<file path="config.mk">
export PLATFORM = sky130hd
export DESIGN_NAME = ipip_tunnel_decapsulator
export DESIGN_NICKNAME = d
export VERILOG_FILES = /design/src/rtl/ipdc_pkg.sv /design/src/rtl/ipdc_ram.sv /design/src/rtl/ipdc_queue.sv /design/src/rtl/ipdc_front.sv /design/src/rtl/ipdc_back.sv /design/src/rtl/ipip_tunnel_decapsulator.sv
export SDC_FILE = /design/constraint.sdc
export NUM_CORES = 1
export LEC_CHECK = 0
export ABC_CLOCK_PERIOD_IN_PS = 10400
export BUFFER_PORTS_ARGS = -buffer_cell sky130_fd_sc_hd__buf_2
export CAP_MARGIN = 30
export CORE_MARGIN = 3
export CORE_UTILIZATION = 65
export CTS_BUF_LIST = sky130_fd_sc_hd__clkbuf_8
export CTS_CLUSTER_DIAMETER = 150
export DETAILED_ROUTE_END_ITERATION = 7
export GPL_ROUTABILITY_DRIVEN = 1
export PLACE_DENSITY = 0.9
export SLEW_MARGIN = 40
export SYNTH_ARGS = -nofsm -noshare
export SYNTH_HDL_FRONTEND = slang
export SYNTH_SLANG_ARGS = --single-unit
</file>
<file path="constraint.sdc">
create_clock -name clk -period 10.4 [get_ports clk]
set_input_delay 1.56 -clock clk [delete_from_list [all_inputs] [get_ports clk]]
set_output_delay 1.56 -clock clk [all_outputs]
set_load 0.005 [all_outputs]
</file>
<file path="src/rtl/ipdc_pkg.sv">
// shared types, constants and helpers of the ip-in-ip decapsulator
package ipdc_pkg;

  localparam int HEADER_BYTES_DEF = 60;
  localparam int POS_W   = 6;
  localparam int SUM_W   = 22;
  localparam int Q_DEPTH = 4;
  localparam int Q_AW    = $clog2(Q_DEPTH);

  localparam logic [3:0] IHL_MIN       = 4'd5;
  localparam logic [3:0] IHL_MAX       = 4'd15;
  localparam logic [7:0] TUNNEL_PROTO_DEF = 8'd4;

  localparam logic [POS_W-1:0] IDX_TL_HI = POS_W'(2);
  localparam logic [POS_W-1:0] IDX_TL_LO = POS_W'(3);
  localparam logic [POS_W-1:0] IDX_PROTO = POS_W'(9);
  localparam logic [POS_W-1:0] IDX_CK_HI = POS_W'(10);
  localparam logic [POS_W-1:0] IDX_CK_LO = POS_W'(11);
  localparam logic [POS_W-1:0] IDX_IHL_TL = POS_W'(1);

  localparam logic REG_ENABLE       = 1'b0;
  localparam logic REG_TUNNEL_PROTO = 1'b1;

  typedef enum logic {
    CMD_PASS,
    CMD_FLUSH
  } cmd_kind_t;

  typedef struct packed {
    cmd_kind_t        kind;
    logic [7:0]       data;
    logic             last;
    logic             dec;
    logic             trunc;
    logic [POS_W-1:0] count;
    logic             modified;
    logic [15:0]      ntl;
    logic [7:0]       proto;
    logic [SUM_W-1:0] sum;
  } cmd_t;

  function automatic logic [3:0] clamp_ihl(input logic [3:0] nib, input logic [3:0] max_w);
    logic [3:0] w;
    w = nib;
    if (w < IHL_MIN) w = IHL_MIN;
    if (w > max_w) w = max_w;
    return w;
  endfunction

endpackage

</file>
<file path="src/rtl/ipdc_ram.sv">
// generic single-write, single-read ram with registered read
module ipdc_ram #(
  parameter int WIDTH = 8,
  parameter int DEPTH = 60,
  localparam int AW = (DEPTH > 1) ? $clog2(DEPTH) : 1
) (
  input  logic             clk,
  input  logic             we,
  input  logic [AW-1:0]    waddr,
  input  logic [WIDTH-1:0] wdata,
  input  logic             re,
  input  logic [AW-1:0]    raddr,
  output logic [WIDTH-1:0] rdata
);

  logic [WIDTH-1:0] mem [DEPTH];

  always_ff @(posedge clk) begin
    if (we) begin
      mem[waddr] <= wdata;
    end
    if (re) begin
      rdata <= mem[raddr];
    end
  end

endmodule

</file>
<file path="src/rtl/ipdc_queue.sv">
// short command queue between the header parser and the output sequencer
module ipdc_queue (
  input  logic            clk,
  input  logic            rst,
  input  logic            push,
  input  ipdc_pkg::cmd_t  push_cmd,
  input  logic            pop,
  output ipdc_pkg::cmd_t  head,
  output logic            not_empty,
  output logic            full
);

  ipdc_pkg::cmd_t                 entries [ipdc_pkg::Q_DEPTH];
  logic [ipdc_pkg::Q_AW-1:0]      wptr;
  logic [ipdc_pkg::Q_AW-1:0]      rptr;
  logic [ipdc_pkg::Q_AW:0]        fill;

  assign head      = entries[rptr];
  assign not_empty = (fill != '0);
  assign full      = (fill == (ipdc_pkg::Q_AW + 1)'(ipdc_pkg::Q_DEPTH));

  always_ff @(posedge clk) begin
    if (push) begin
      entries[wptr] <= push_cmd;
    end
  end

  always_ff @(posedge clk) begin
    if (rst) begin
      wptr <= '0;
      rptr <= '0;
      fill <= '0;
    end else begin
      if (push) wptr <= wptr + 1'b1;
      if (pop) rptr <= rptr + 1'b1;
      if (push && !pop) fill <= fill + 1'b1;
      else if (pop && !push) fill <= fill - 1'b1;
    end
  end

endmodule

</file>
<file path="src/rtl/ipdc_front.sv">
// header parser: stores the outer header, tracks lengths and sums, issues commands
module ipdc_front #(
  parameter int HEADER_BYTES = ipdc_pkg::HEADER_BYTES_DEF,
  localparam int AW = (HEADER_BYTES > 1) ? $clog2(HEADER_BYTES) : 1
) (
  input  logic           clk,
  input  logic           rst,
  input  logic           s_tvalid,
  output logic           s_tready,
  input  logic [7:0]     s_tdata,   // data_byte
  input  logic           s_tlast,
  input  logic           cfg_valid,
  input  logic           cfg_index,
  input  logic [7:0]     cfg_data,
  input  logic           q_full,
  output logic           q_push,
  output ipdc_pkg::cmd_t q_cmd,
  input  logic           flush_done,
  output logic           ram_we,
  output logic [AW-1:0]  ram_waddr,
  output logic [7:0]     ram_wdata
);

  localparam logic [3:0] OUTER_MAX_W = 4'(HEADER_BYTES / 4);

  typedef enum logic [1:0] {
    PH_OUTER,
    PH_INNER,
    PH_PASS,
    PH_DATA
  } phase_t;

  phase_t                        phase, phase_next;
  logic [ipdc_pkg::POS_W-1:0]    pos, pos_next;
  logic [3:0]                    olen, olen_next;
  logic [3:0]                    ilen, ilen_next;
  logic [7:0]                    iproto, iproto_next;
  logic [7:0]                    oproto, oproto_next;
  logic [7:0]                    tl_hi, tl_hi_next;
  logic [7:0]                    tl_lo, tl_lo_next;
  logic [15:0]                   ntl, ntl_next;
  logic [ipdc_pkg::SUM_W-1:0]    sum, sum_next;
  logic                          busy, busy_next;
  logic                          enable;
  logic [7:0]                    tproto;

  logic                          accept;
  logic [3:0]                    w;
  logic [ipdc_pkg::POS_W-1:0]    len;
  logic [ipdc_pkg::POS_W-1:0]    pos_inc;
  logic                          match;
  logic                          excluded;

  assign s_tready  = !q_full && !(phase == PH_OUTER && busy);
  assign accept    = s_tvalid && s_tready;
  assign ram_waddr = pos[AW-1:0];
  assign ram_wdata = s_tdata;
  assign pos_inc   = pos + 1'b1;
  assign match     = enable && (oproto == tproto);
  assign excluded  = (pos == ipdc_pkg::IDX_TL_HI) || (pos == ipdc_pkg::IDX_TL_LO) ||
                     (pos == ipdc_pkg::IDX_PROTO) || (pos == ipdc_pkg::IDX_CK_HI) ||
                     (pos == ipdc_pkg::IDX_CK_LO);

  always_comb begin
    phase_next  = phase;
    pos_next    = pos;
    olen_next   = olen;
    ilen_next   = ilen;
    iproto_next = iproto;
    oproto_next = oproto;
    tl_hi_next  = tl_hi;
    tl_lo_next  = tl_lo;
    ntl_next    = ntl;
    sum_next    = sum;
    ram_we      = 1'b0;
    q_push      = 1'b0;
    q_cmd       = '0;
    q_cmd.kind  = ipdc_pkg::CMD_PASS;
    q_cmd.data  = s_tdata;
    q_cmd.last  = s_tlast;
    q_cmd.ntl   = ntl;
    q_cmd.proto = iproto;
    q_cmd.sum   = sum;
    w           = olen;
    len         = {w, 2'b00};

    case (phase)
      PH_OUTER: begin
        w   = (pos == '0) ? ipdc_pkg::clamp_ihl(s_tdata[3:0], OUTER_MAX_W) : olen;
        len = {w, 2'b00};
        if (accept) begin
          olen_next = w;
          ram_we    = 1'b1;
          pos_next  = pos_inc;
          if (pos == ipdc_pkg::IDX_TL_HI) tl_hi_next = s_tdata;
          if (pos == ipdc_pkg::IDX_TL_LO) tl_lo_next = s_tdata;
          if (pos == ipdc_pkg::IDX_PROTO) oproto_next = s_tdata;
          if (!excluded) begin
            if (!pos[0]) sum_next = sum + ipdc_pkg::SUM_W'({s_tdata, 8'h00});
            else         sum_next = sum + ipdc_pkg::SUM_W'(s_tdata);
          end
          if (pos_inc >= len) begin
            q_push      = match ? s_tlast : 1'b1;
            q_cmd.kind  = ipdc_pkg::CMD_FLUSH;
            q_cmd.count = len;
            q_cmd.trunc = match;
            if (match && !s_tlast) begin
              phase_next = PH_INNER;
              pos_next   = '0;
            end else if (!match && !s_tlast) begin
              phase_next = PH_PASS;
            end
          end else if (s_tlast) begin
            q_push      = 1'b1;
            q_cmd.kind  = ipdc_pkg::CMD_FLUSH;
            q_cmd.count = pos_inc;
            q_cmd.trunc = 1'b1;
          end
        end
      end
      PH_INNER: begin
        w   = (pos == '0) ? ipdc_pkg::clamp_ihl(s_tdata[3:0], ipdc_pkg::IHL_MAX) : ilen;
        if (accept) begin
          ilen_next = w;
          pos_next  = pos_inc;
          if (pos == '0) ntl_next = {tl_hi, tl_lo} - {10'd0, w, 2'b00};
          if (pos == ipdc_pkg::IDX_IHL_TL) sum_next = sum + ipdc_pkg::SUM_W'(ntl);
          if (pos == ipdc_pkg::IDX_PROTO) begin
            iproto_next = s_tdata;
            sum_next    = sum + ipdc_pkg::SUM_W'(s_tdata);
          end
          if (pos_inc >= {w, 2'b00}) begin
            q_push         = 1'b1;
            q_cmd.kind     = ipdc_pkg::CMD_FLUSH;
            q_cmd.count    = {olen, 2'b00};
            q_cmd.modified = 1'b1;
            if (!s_tlast) phase_next = PH_DATA;
          end else if (s_tlast) begin
            q_push      = 1'b1;
            q_cmd.kind  = ipdc_pkg::CMD_FLUSH;
            q_cmd.count = {olen, 2'b00};
            q_cmd.trunc = 1'b1;
          end
        end
      end
      PH_PASS, PH_DATA: begin
        if (accept) begin
          q_push    = 1'b1;
          q_cmd.dec = (phase == PH_DATA);
        end
      end
      default: begin
        phase_next = PH_OUTER;
      end
    endcase

    // end of packet: start over
    if (accept && s_tlast) begin
      phase_next  = PH_OUTER;
      pos_next    = '0;
      olen_next   = '0;
      ilen_next   = '0;
      iproto_next = '0;
      sum_next    = '0;
    end

    busy_next = busy;
    if (q_push && q_cmd.kind == ipdc_pkg::CMD_FLUSH) busy_next = 1'b1;
    else if (flush_done) busy_next = 1'b0;
  end

  always_ff @(posedge clk) begin
    if (rst) begin
      phase  <= PH_OUTER;
      pos    <= '0;
      olen   <= '0;
      ilen   <= '0;
      iproto <= '0;
      sum    <= '0;
      busy   <= 1'b0;
      enable <= 1'b1;
      tproto <= ipdc_pkg::TUNNEL_PROTO_DEF;
    end else begin
      phase  <= phase_next;
      pos    <= pos_next;
      olen   <= olen_next;
      ilen   <= ilen_next;
      iproto <= iproto_next;
      sum    <= sum_next;
      busy   <= busy_next;
      if (cfg_valid) begin
        case (cfg_index)
          ipdc_pkg::REG_ENABLE:       enable <= cfg_data[0];
          ipdc_pkg::REG_TUNNEL_PROTO: tproto <= cfg_data;
          default:                    tproto <= tproto;
        endcase
      end
    end
    oproto <= oproto_next;
    tl_hi  <= tl_hi_next;
    tl_lo  <= tl_lo_next;
    ntl    <= ntl_next;
  end

endmodule

</file>
<file path="src/rtl/ipdc_back.sv">
// output sequencer: plays header flushes from the store and passes payload beats
module ipdc_back #(
  parameter int HEADER_BYTES = ipdc_pkg::HEADER_BYTES_DEF,
  localparam int AW = (HEADER_BYTES > 1) ? $clog2(HEADER_BYTES) : 1
) (
  input  logic           clk,
  input  logic           rst,
  input  ipdc_pkg::cmd_t head,
  input  logic           q_not_empty,
  output logic           q_pop,
  output logic           flush_done,
  output logic           ram_re,
  output logic [AW-1:0]  ram_raddr,
  input  logic [7:0]     ram_rdata,
  output logic           m_tvalid,
  input  logic           m_tready,
  output logic [7:0]     m_tdata,   // out_byte
  output logic           m_tlast,
  output logic [2:0]     m_tuser    // has_data, decapsulated, truncated
);

  logic                        flushing;
  logic [ipdc_pkg::POS_W-1:0]  idx;
  logic [ipdc_pkg::POS_W-1:0]  f_count;
  logic                        f_last;
  logic                        f_trunc;
  logic                        f_mod;
  logic [15:0]                 f_ntl;
  logic [7:0]                  f_proto;
  logic [16:0]                 s1;
  logic [15:0]                 ck;

  logic                        rd_vld;
  logic [ipdc_pkg::POS_W-1:0]  rd_idx;
  logic                        rd_last;
  logic                        rd_end;

  logic                        o_vld;
  logic [7:0]                  o_byte;
  logic                        o_last;
  logic                        o_dec;
  logic                        o_trunc;

  logic                        out_load;
  logic                        slot_move;
  logic                        slot_free;
  logic                        issue;
  logic                        idx_end;
  logic                        pass_pop;
  logic                        flush_start;
  logic [7:0]                  sub_byte;

  assign out_load    = !o_vld || m_tready;
  assign slot_move   = rd_vld && out_load;
  assign slot_free   = !rd_vld || slot_move;
  assign issue       = flushing && slot_free;
  assign idx_end     = (idx == f_count - 1'b1);
  assign pass_pop    = q_not_empty && head.kind == ipdc_pkg::CMD_PASS &&
                       !flushing && !rd_vld && out_load;
  assign flush_start = q_not_empty && head.kind == ipdc_pkg::CMD_FLUSH &&
                       !flushing && !rd_vld;
  assign q_pop       = pass_pop || flush_start;
  assign flush_done  = slot_move && rd_end;
  assign ram_re      = issue;
  assign ram_raddr   = idx[AW-1:0];

  assign m_tvalid = o_vld;
  assign m_tdata  = o_byte;
  assign m_tlast  = o_last;
  assign m_tuser  = {o_trunc, o_dec, 1'b1};

  always_comb begin
    sub_byte = ram_rdata;
    if (f_mod) begin
      case (rd_idx)
        ipdc_pkg::IDX_TL_HI: sub_byte = f_ntl[15:8];
        ipdc_pkg::IDX_TL_LO: sub_byte = f_ntl[7:0];
        ipdc_pkg::IDX_PROTO: sub_byte = f_proto;
        ipdc_pkg::IDX_CK_HI: sub_byte = ck[15:8];
        ipdc_pkg::IDX_CK_LO: sub_byte = ck[7:0];
        default:             sub_byte = ram_rdata;
      endcase
    end
  end

  // two-step end-around carry fold, then complement
  always_ff @(posedge clk) begin
    ck <= ~(s1[15:0] + 16'(s1[16]));
  end

  always_ff @(posedge clk) begin
    if (rst) begin
      flushing <= 1'b0;
      idx      <= '0;
      rd_vld   <= 1'b0;
      o_vld    <= 1'b0;
    end else begin
      if (flush_start) begin
        flushing <= 1'b1;
        idx      <= '0;
        f_count  <= head.count;
        f_last   <= head.last;
        f_trunc  <= head.trunc;
        f_mod    <= head.modified;
        f_ntl    <= head.ntl;
        f_proto  <= head.proto;
        s1       <= 17'(head.sum[15:0]) + 17'(head.sum[ipdc_pkg::SUM_W-1:16]);
      end else if (issue) begin
        idx <= idx + 1'b1;
        if (idx_end) flushing <= 1'b0;
      end

      if (issue) begin
        rd_vld  <= 1'b1;
        rd_idx  <= idx;
        rd_end  <= idx_end;
        rd_last <= f_last && idx_end;
      end else if (slot_move) begin
        rd_vld <= 1'b0;
      end

      if (slot_move) begin
        o_vld   <= 1'b1;
        o_byte  <= sub_byte;
        o_last  <= rd_last;
        o_dec   <= f_mod;
        o_trunc <= f_trunc;
      end else if (pass_pop) begin
        o_vld   <= 1'b1;
        o_byte  <= head.data;
        o_last  <= head.last;
        o_dec   <= head.dec;
        o_trunc <= head.trunc;
      end else if (m_tready) begin
        o_vld <= 1'b0;
      end
    end
  end

endmodule

</file>
<file path="src/rtl/ipip_tunnel_decapsulator.sv">
// ip-in-ip decapsulator top level: parser, command queue, header store, output sequencer
// payload beats: one byte per cycle unless the queue is full or the output stalls;
// each beat is registered in the command queue, then in the output register
// a header of N bytes replays from the store at one byte per cycle unless the output
// stalls; the next packet's first byte waits until that replay has left the store
// reset: synchronous, clears parser, queue and output state; enable = 1, protocol = 4
module ipip_tunnel_decapsulator #(
  parameter int HEADER_BYTES = ipdc_pkg::HEADER_BYTES_DEF,
  localparam int AW = (HEADER_BYTES > 1) ? $clog2(HEADER_BYTES) : 1
) (
  input  logic       clk,
  input  logic       rst,
  input  logic       s_tvalid,
  output logic       s_tready,
  input  logic [7:0] s_tdata,   // data_byte
  input  logic       s_tlast,
  output logic       m_tvalid,
  input  logic       m_tready,
  output logic [7:0] m_tdata,   // out_byte
  output logic       m_tlast,
  output logic [2:0] m_tuser,   // has_data, decapsulated, truncated
  input  logic       cfg_valid,
  output logic       cfg_ready,
  input  logic       cfg_index,
  input  logic [7:0] cfg_data
);

  logic           q_full;
  logic           q_push;
  ipdc_pkg::cmd_t q_cmd;
  logic           q_pop;
  ipdc_pkg::cmd_t q_head;
  logic           q_not_empty;
  logic           flush_done;
  logic           ram_we;
  logic [AW-1:0]  ram_waddr;
  logic [7:0]     ram_wdata;
  logic           ram_re;
  logic [AW-1:0]  ram_raddr;
  logic [7:0]     ram_rdata;

  assign cfg_ready = 1'b1;

  ipdc_front #(.HEADER_BYTES(HEADER_BYTES)) u_front (
    .clk        (clk),
    .rst        (rst),
    .s_tvalid   (s_tvalid),
    .s_tready   (s_tready),
    .s_tdata    (s_tdata),
    .s_tlast    (s_tlast),
    .cfg_valid  (cfg_valid),
    .cfg_index  (cfg_index),
    .cfg_data   (cfg_data),
    .q_full     (q_full),
    .q_push     (q_push),
    .q_cmd      (q_cmd),
    .flush_done (flush_done),
    .ram_we     (ram_we),
    .ram_waddr  (ram_waddr),
    .ram_wdata  (ram_wdata)
  );

  ipdc_queue u_queue (
    .clk       (clk),
    .rst       (rst),
    .push      (q_push),
    .push_cmd  (q_cmd),
    .pop       (q_pop),
    .head      (q_head),
    .not_empty (q_not_empty),
    .full      (q_full)
  );

  ipdc_ram #(.WIDTH(8), .DEPTH(HEADER_BYTES)) u_store (
    .clk   (clk),
    .we    (ram_we),
    .waddr (ram_waddr),
    .wdata (ram_wdata),
    .re    (ram_re),
    .raddr (ram_raddr),
    .rdata (ram_rdata)
  );

  ipdc_back #(.HEADER_BYTES(HEADER_BYTES)) u_back (
    .clk         (clk),
    .rst         (rst),
    .head        (q_head),
    .q_not_empty (q_not_empty),
    .q_pop       (q_pop),
    .flush_done  (flush_done),
    .ram_re      (ram_re),
    .ram_raddr   (ram_raddr),
    .ram_rdata   (ram_rdata),
    .m_tvalid    (m_tvalid),
    .m_tready    (m_tready),
    .m_tdata     (m_tdata),
    .m_tlast     (m_tlast),
    .m_tuser     (m_tuser)
  );

endmodule

</file>
==> impl_metrics.yaml <==
final_layout:
  multiInputGateArea_um2: 11100
  fin_cells: 3257
  stdcell_area_um2: 43100
  num-nets-final: 2458
  seqCellArea_um2: 27600
  drive_gt1_share_pct: 21.2
  area_growth_syn_to_layout_pct: 9.89
  nFillCells: 3210
sta:
  slew_viol_final: 0
  period_share_pct: 50.4
  hold_violations: 0
  tightest_slew_ps: 837
  skew_ps: 42.8
  final.setup.worst_slack_ps: 5160
  fin_crit_ps: 5240
  fmax_mhz: 191
  slew_headroom_pct: 44.0
  setup_viol: 0
  grt_setup_unrepaired: "no"
  tns_ps: 0
  worst_hold_slack_ps: 422
yosys:
  synth_edf_count: 857
  netlist_area_um2: 39200
  yosysWarnings: 0
  synthFlopType: "edfxtp_1"
  syn_avg_cell_area_um2: 17.4
  yosysMostFrequentCell: "edfxtp_1"
  ys_ff_latch: 947
  synthArstFlopShare_pct: 0
  ys_types: 82
  yosysTopAreaCellShare_pct: 65.7
  synth_top_area_cell: "edfxtp_1"
  synth_top_cells_by_area: "edfxtp_1 66%, mux4_2 12%, dfxtp_1 4.6%, ha_1 2.0%, nor2_1 1.5%"
  ys_seq_area_share_pct: 70.2
  synth_commonest_cells: "857 x edfxtp_1, 217 x mux4_2, 158 x nor2_1, 127 x nand2_1, 90 x dfxtp_1"
  netlist_instances: 2253
die:
  die-width_um: 252
  num_rows: 89
  io_pins: 38
  start_util_pct: 66.0
  die_area_um2: 63300
  core_region_area_um2: 59400
  fp.dieH_um: 252
pwr:
  p_seq_share_pct: 49.5
  vdd_ir_drop_max_v: 0.000141
  p_per_area_nw_per_um2: 215
  p_clk_share_pct: 32.5
  switching_power_w: 0.00253
  p_int_w: 0.00671
  p_leak_nw: 14.0
  comb_power_share_pct: 18.0
  sw_frac_of_total_pct: 27.4
critical_path:
  critPathRequiredTime_ps: 11110
  r2r-end: "u_queue.fill[2]"
  cp-end-kind: "flop"
  critical_path_class: "reg -> reg"
  cp_max_fo: 15
  crit_start: "u_front.ram_waddr[0]"
  crit_end: "u_queue.fill[2]"
  timing.rr.start: "u_front.ram_waddr[0]"
  reg2reg_slack_ps: 5160
  startpoint_type: "flop"
  reg2reg_depth: 17
  cp.arrival_ps: 5950
detailed_routing:
  wl_met1_mm: 34.3
  vias_per_cell: 6.82
  drt_wl_total_mm: 92.2
  wl_met3_mm: 9.06
  vias: 22212
  drtIter0Drc: 2806
  firstDrtPassIters: 6
  ant_nets: 0
  wl_per_cell_um: 28.3
  top_layer: "met5"
  drc_errors: 0
  routed-wl-met2_mm: 44.9
clock_network:
  cts_buffers: 142
  holdBufCountCts: 0
  path_clk_slew_ps: 70
  post_cts_buffers: 0
  clock_latency_ps: 800
  cts_tree: "built"
  clkSinkCount: 947
  cts_resized: 0
  clock_path_buffers: 3
  cts_root_buf: "clkbuf_8"
  cts.htree.levels: 4
global_routing:
  grt_antenna_before_repair: 6
  grt_usage_pct: 29.7
  grt_pass1_wl_mm: 138
  grt_pass1_vias: 22181
  overflow: 0
  grt_max_degree: 75
place:
  io_buffers: 35
  dp.final_hpwl_mm: 57.6
  placed_cell_area_um2: 40100
  placed_cells: 2992
  gp_congestion: 0.937
  dp_worst_setup_slack_ps: 4440
hold_path:
  hold_class: "reg -> reg"
flow_run:
  cap_violations: 0
status:
  outcome: "finished, final reports clean"
routing by layer:
layer / track usage, % / vias to the layer above
met2: 46.9 / 1463
met4: 12.7 / 6
met3: 6.21 / 266
li1: - / 9260
met1: 41.2 / 11217
met5: 0 / -
critical path: stages (launching register included):
cell      delay (ps)
dfxtp_1          720
inv_1            450
ha_1             340
nand3b_1         270
nor3_1           120
nor2_1           220
ha_1             180
a21bo_1          110
a21oi_1           80
o21ai_1          540
a21oi_1          190
o221ai_1         590
ha_1             310
inv_1             60
fa_1             370
xor2_1           180
or3_1            320
a21oi_1          140
flip-flops by register name, indices dropped and copies added (netlist names), 8 cells and up, named ones only:
register,count
u_store.rdata,8
u_front.oproto,8
u_front.ntl,16
u_front.tl_lo,8
u_front.sum,22
u_front.iproto,8
u_store.mem,480
u_queue.entries,260
u_front.tl_hi,8
u_back.s1,17
u_back.ck,16
u_back.f_ntl,16
u_front.tproto,8
u_back.m_tdata,8
u_back.f_proto,8
cells by family (layout without fill, tap and decap cells):
family	after synthesis	in the layout	synth area share, %
mux	256	256	13.5
xor+xnor	87	87	1.94
buf+inv	137	363	1.55
other cells	1	6	0.00957
fa+ha+maj	69	69	2.32
flops	947	947	70.2
compound gates	296	296	5.01
simple gates	460	460	5.43
layout by cell type, fill, tap and decap left out, drive strengths merged, types with 8 or more instances in the layout:
cell	n
ha	63
a211oi	20
nor2	160
or3	13
o21ai	69
mux2	11
dfxtp	90
inv	87
nand2b	8
a21o	12
nand4	9
clkbuf	149
a31oi	14
xor2	32
nand2	127
o21a	12
a21oi	77
buf	63
o211ai	8
xnor2	55
a22o	12
and2	9
nand3	43
a221o	8
nor2b	14
clkinv	52
mux2i	28
edfxtp	857
mux4	217
bufinv	9
and3	18
nor3	31
metrics by stage:
step | util, % | power (W)
after CTS | 72.3 | 0.00924
after floorplan | - | 0.00578
after global placement | 67.6 | 0.00619
after detailed placement | 67.6 | 0.00627
after global routing | 72.6 | 0.00956
final | 72.6 | 0.00925
area by class of cell:
type / instances / area share [%]
Sequential cell: 947 / 64.0
Multi-Input combinational cell: 1170 / 25.9
Clock buffer: 149 / 4.76
Tap cell: 773 / 2.25
Clock inverter: 109 / 1.72
Timing Repair Buffer: 63 / 1.04
Inverter: 42 / 0.366
Antenna cell: 4 / 0.0232
how the worst min path moves through the flow:
stage / endpoint / startpoint / cells after the start
5_1_grt: u_front.ntl[0] / u_front.tl_lo[0] / 0
3_3_place_gp: u_front.ntl[0] / u_front.tl_lo[0] / 0
3_5_place_dp: u_front.ntl[0] / u_front.tl_lo[0] / 0
6_report: u_front.ntl[0] / u_front.tl_lo[0] / 0
4_1_cts: u_front.ntl[0] / u_front.tl_lo[0] / 0
2_1_floorplan: u_front.ntl[0] / u_front.tl_lo[0] / 0
power groups by stage:
stage / logic (W) / clock network [W] / registers, W
CTS: 0.00162 / 0.00303 / 0.00460
finish: 0.00167 / 0.00301 / 0.00457
global route: 0.00178 / 0.00320 / 0.00459
floorplan: 0.00125 / 0 / 0.00454
global placement: 0.00153 / 0 / 0.00466
detailed placement: 0.00160 / 0 / 0.00467
(Power assumes the default switching activity.)
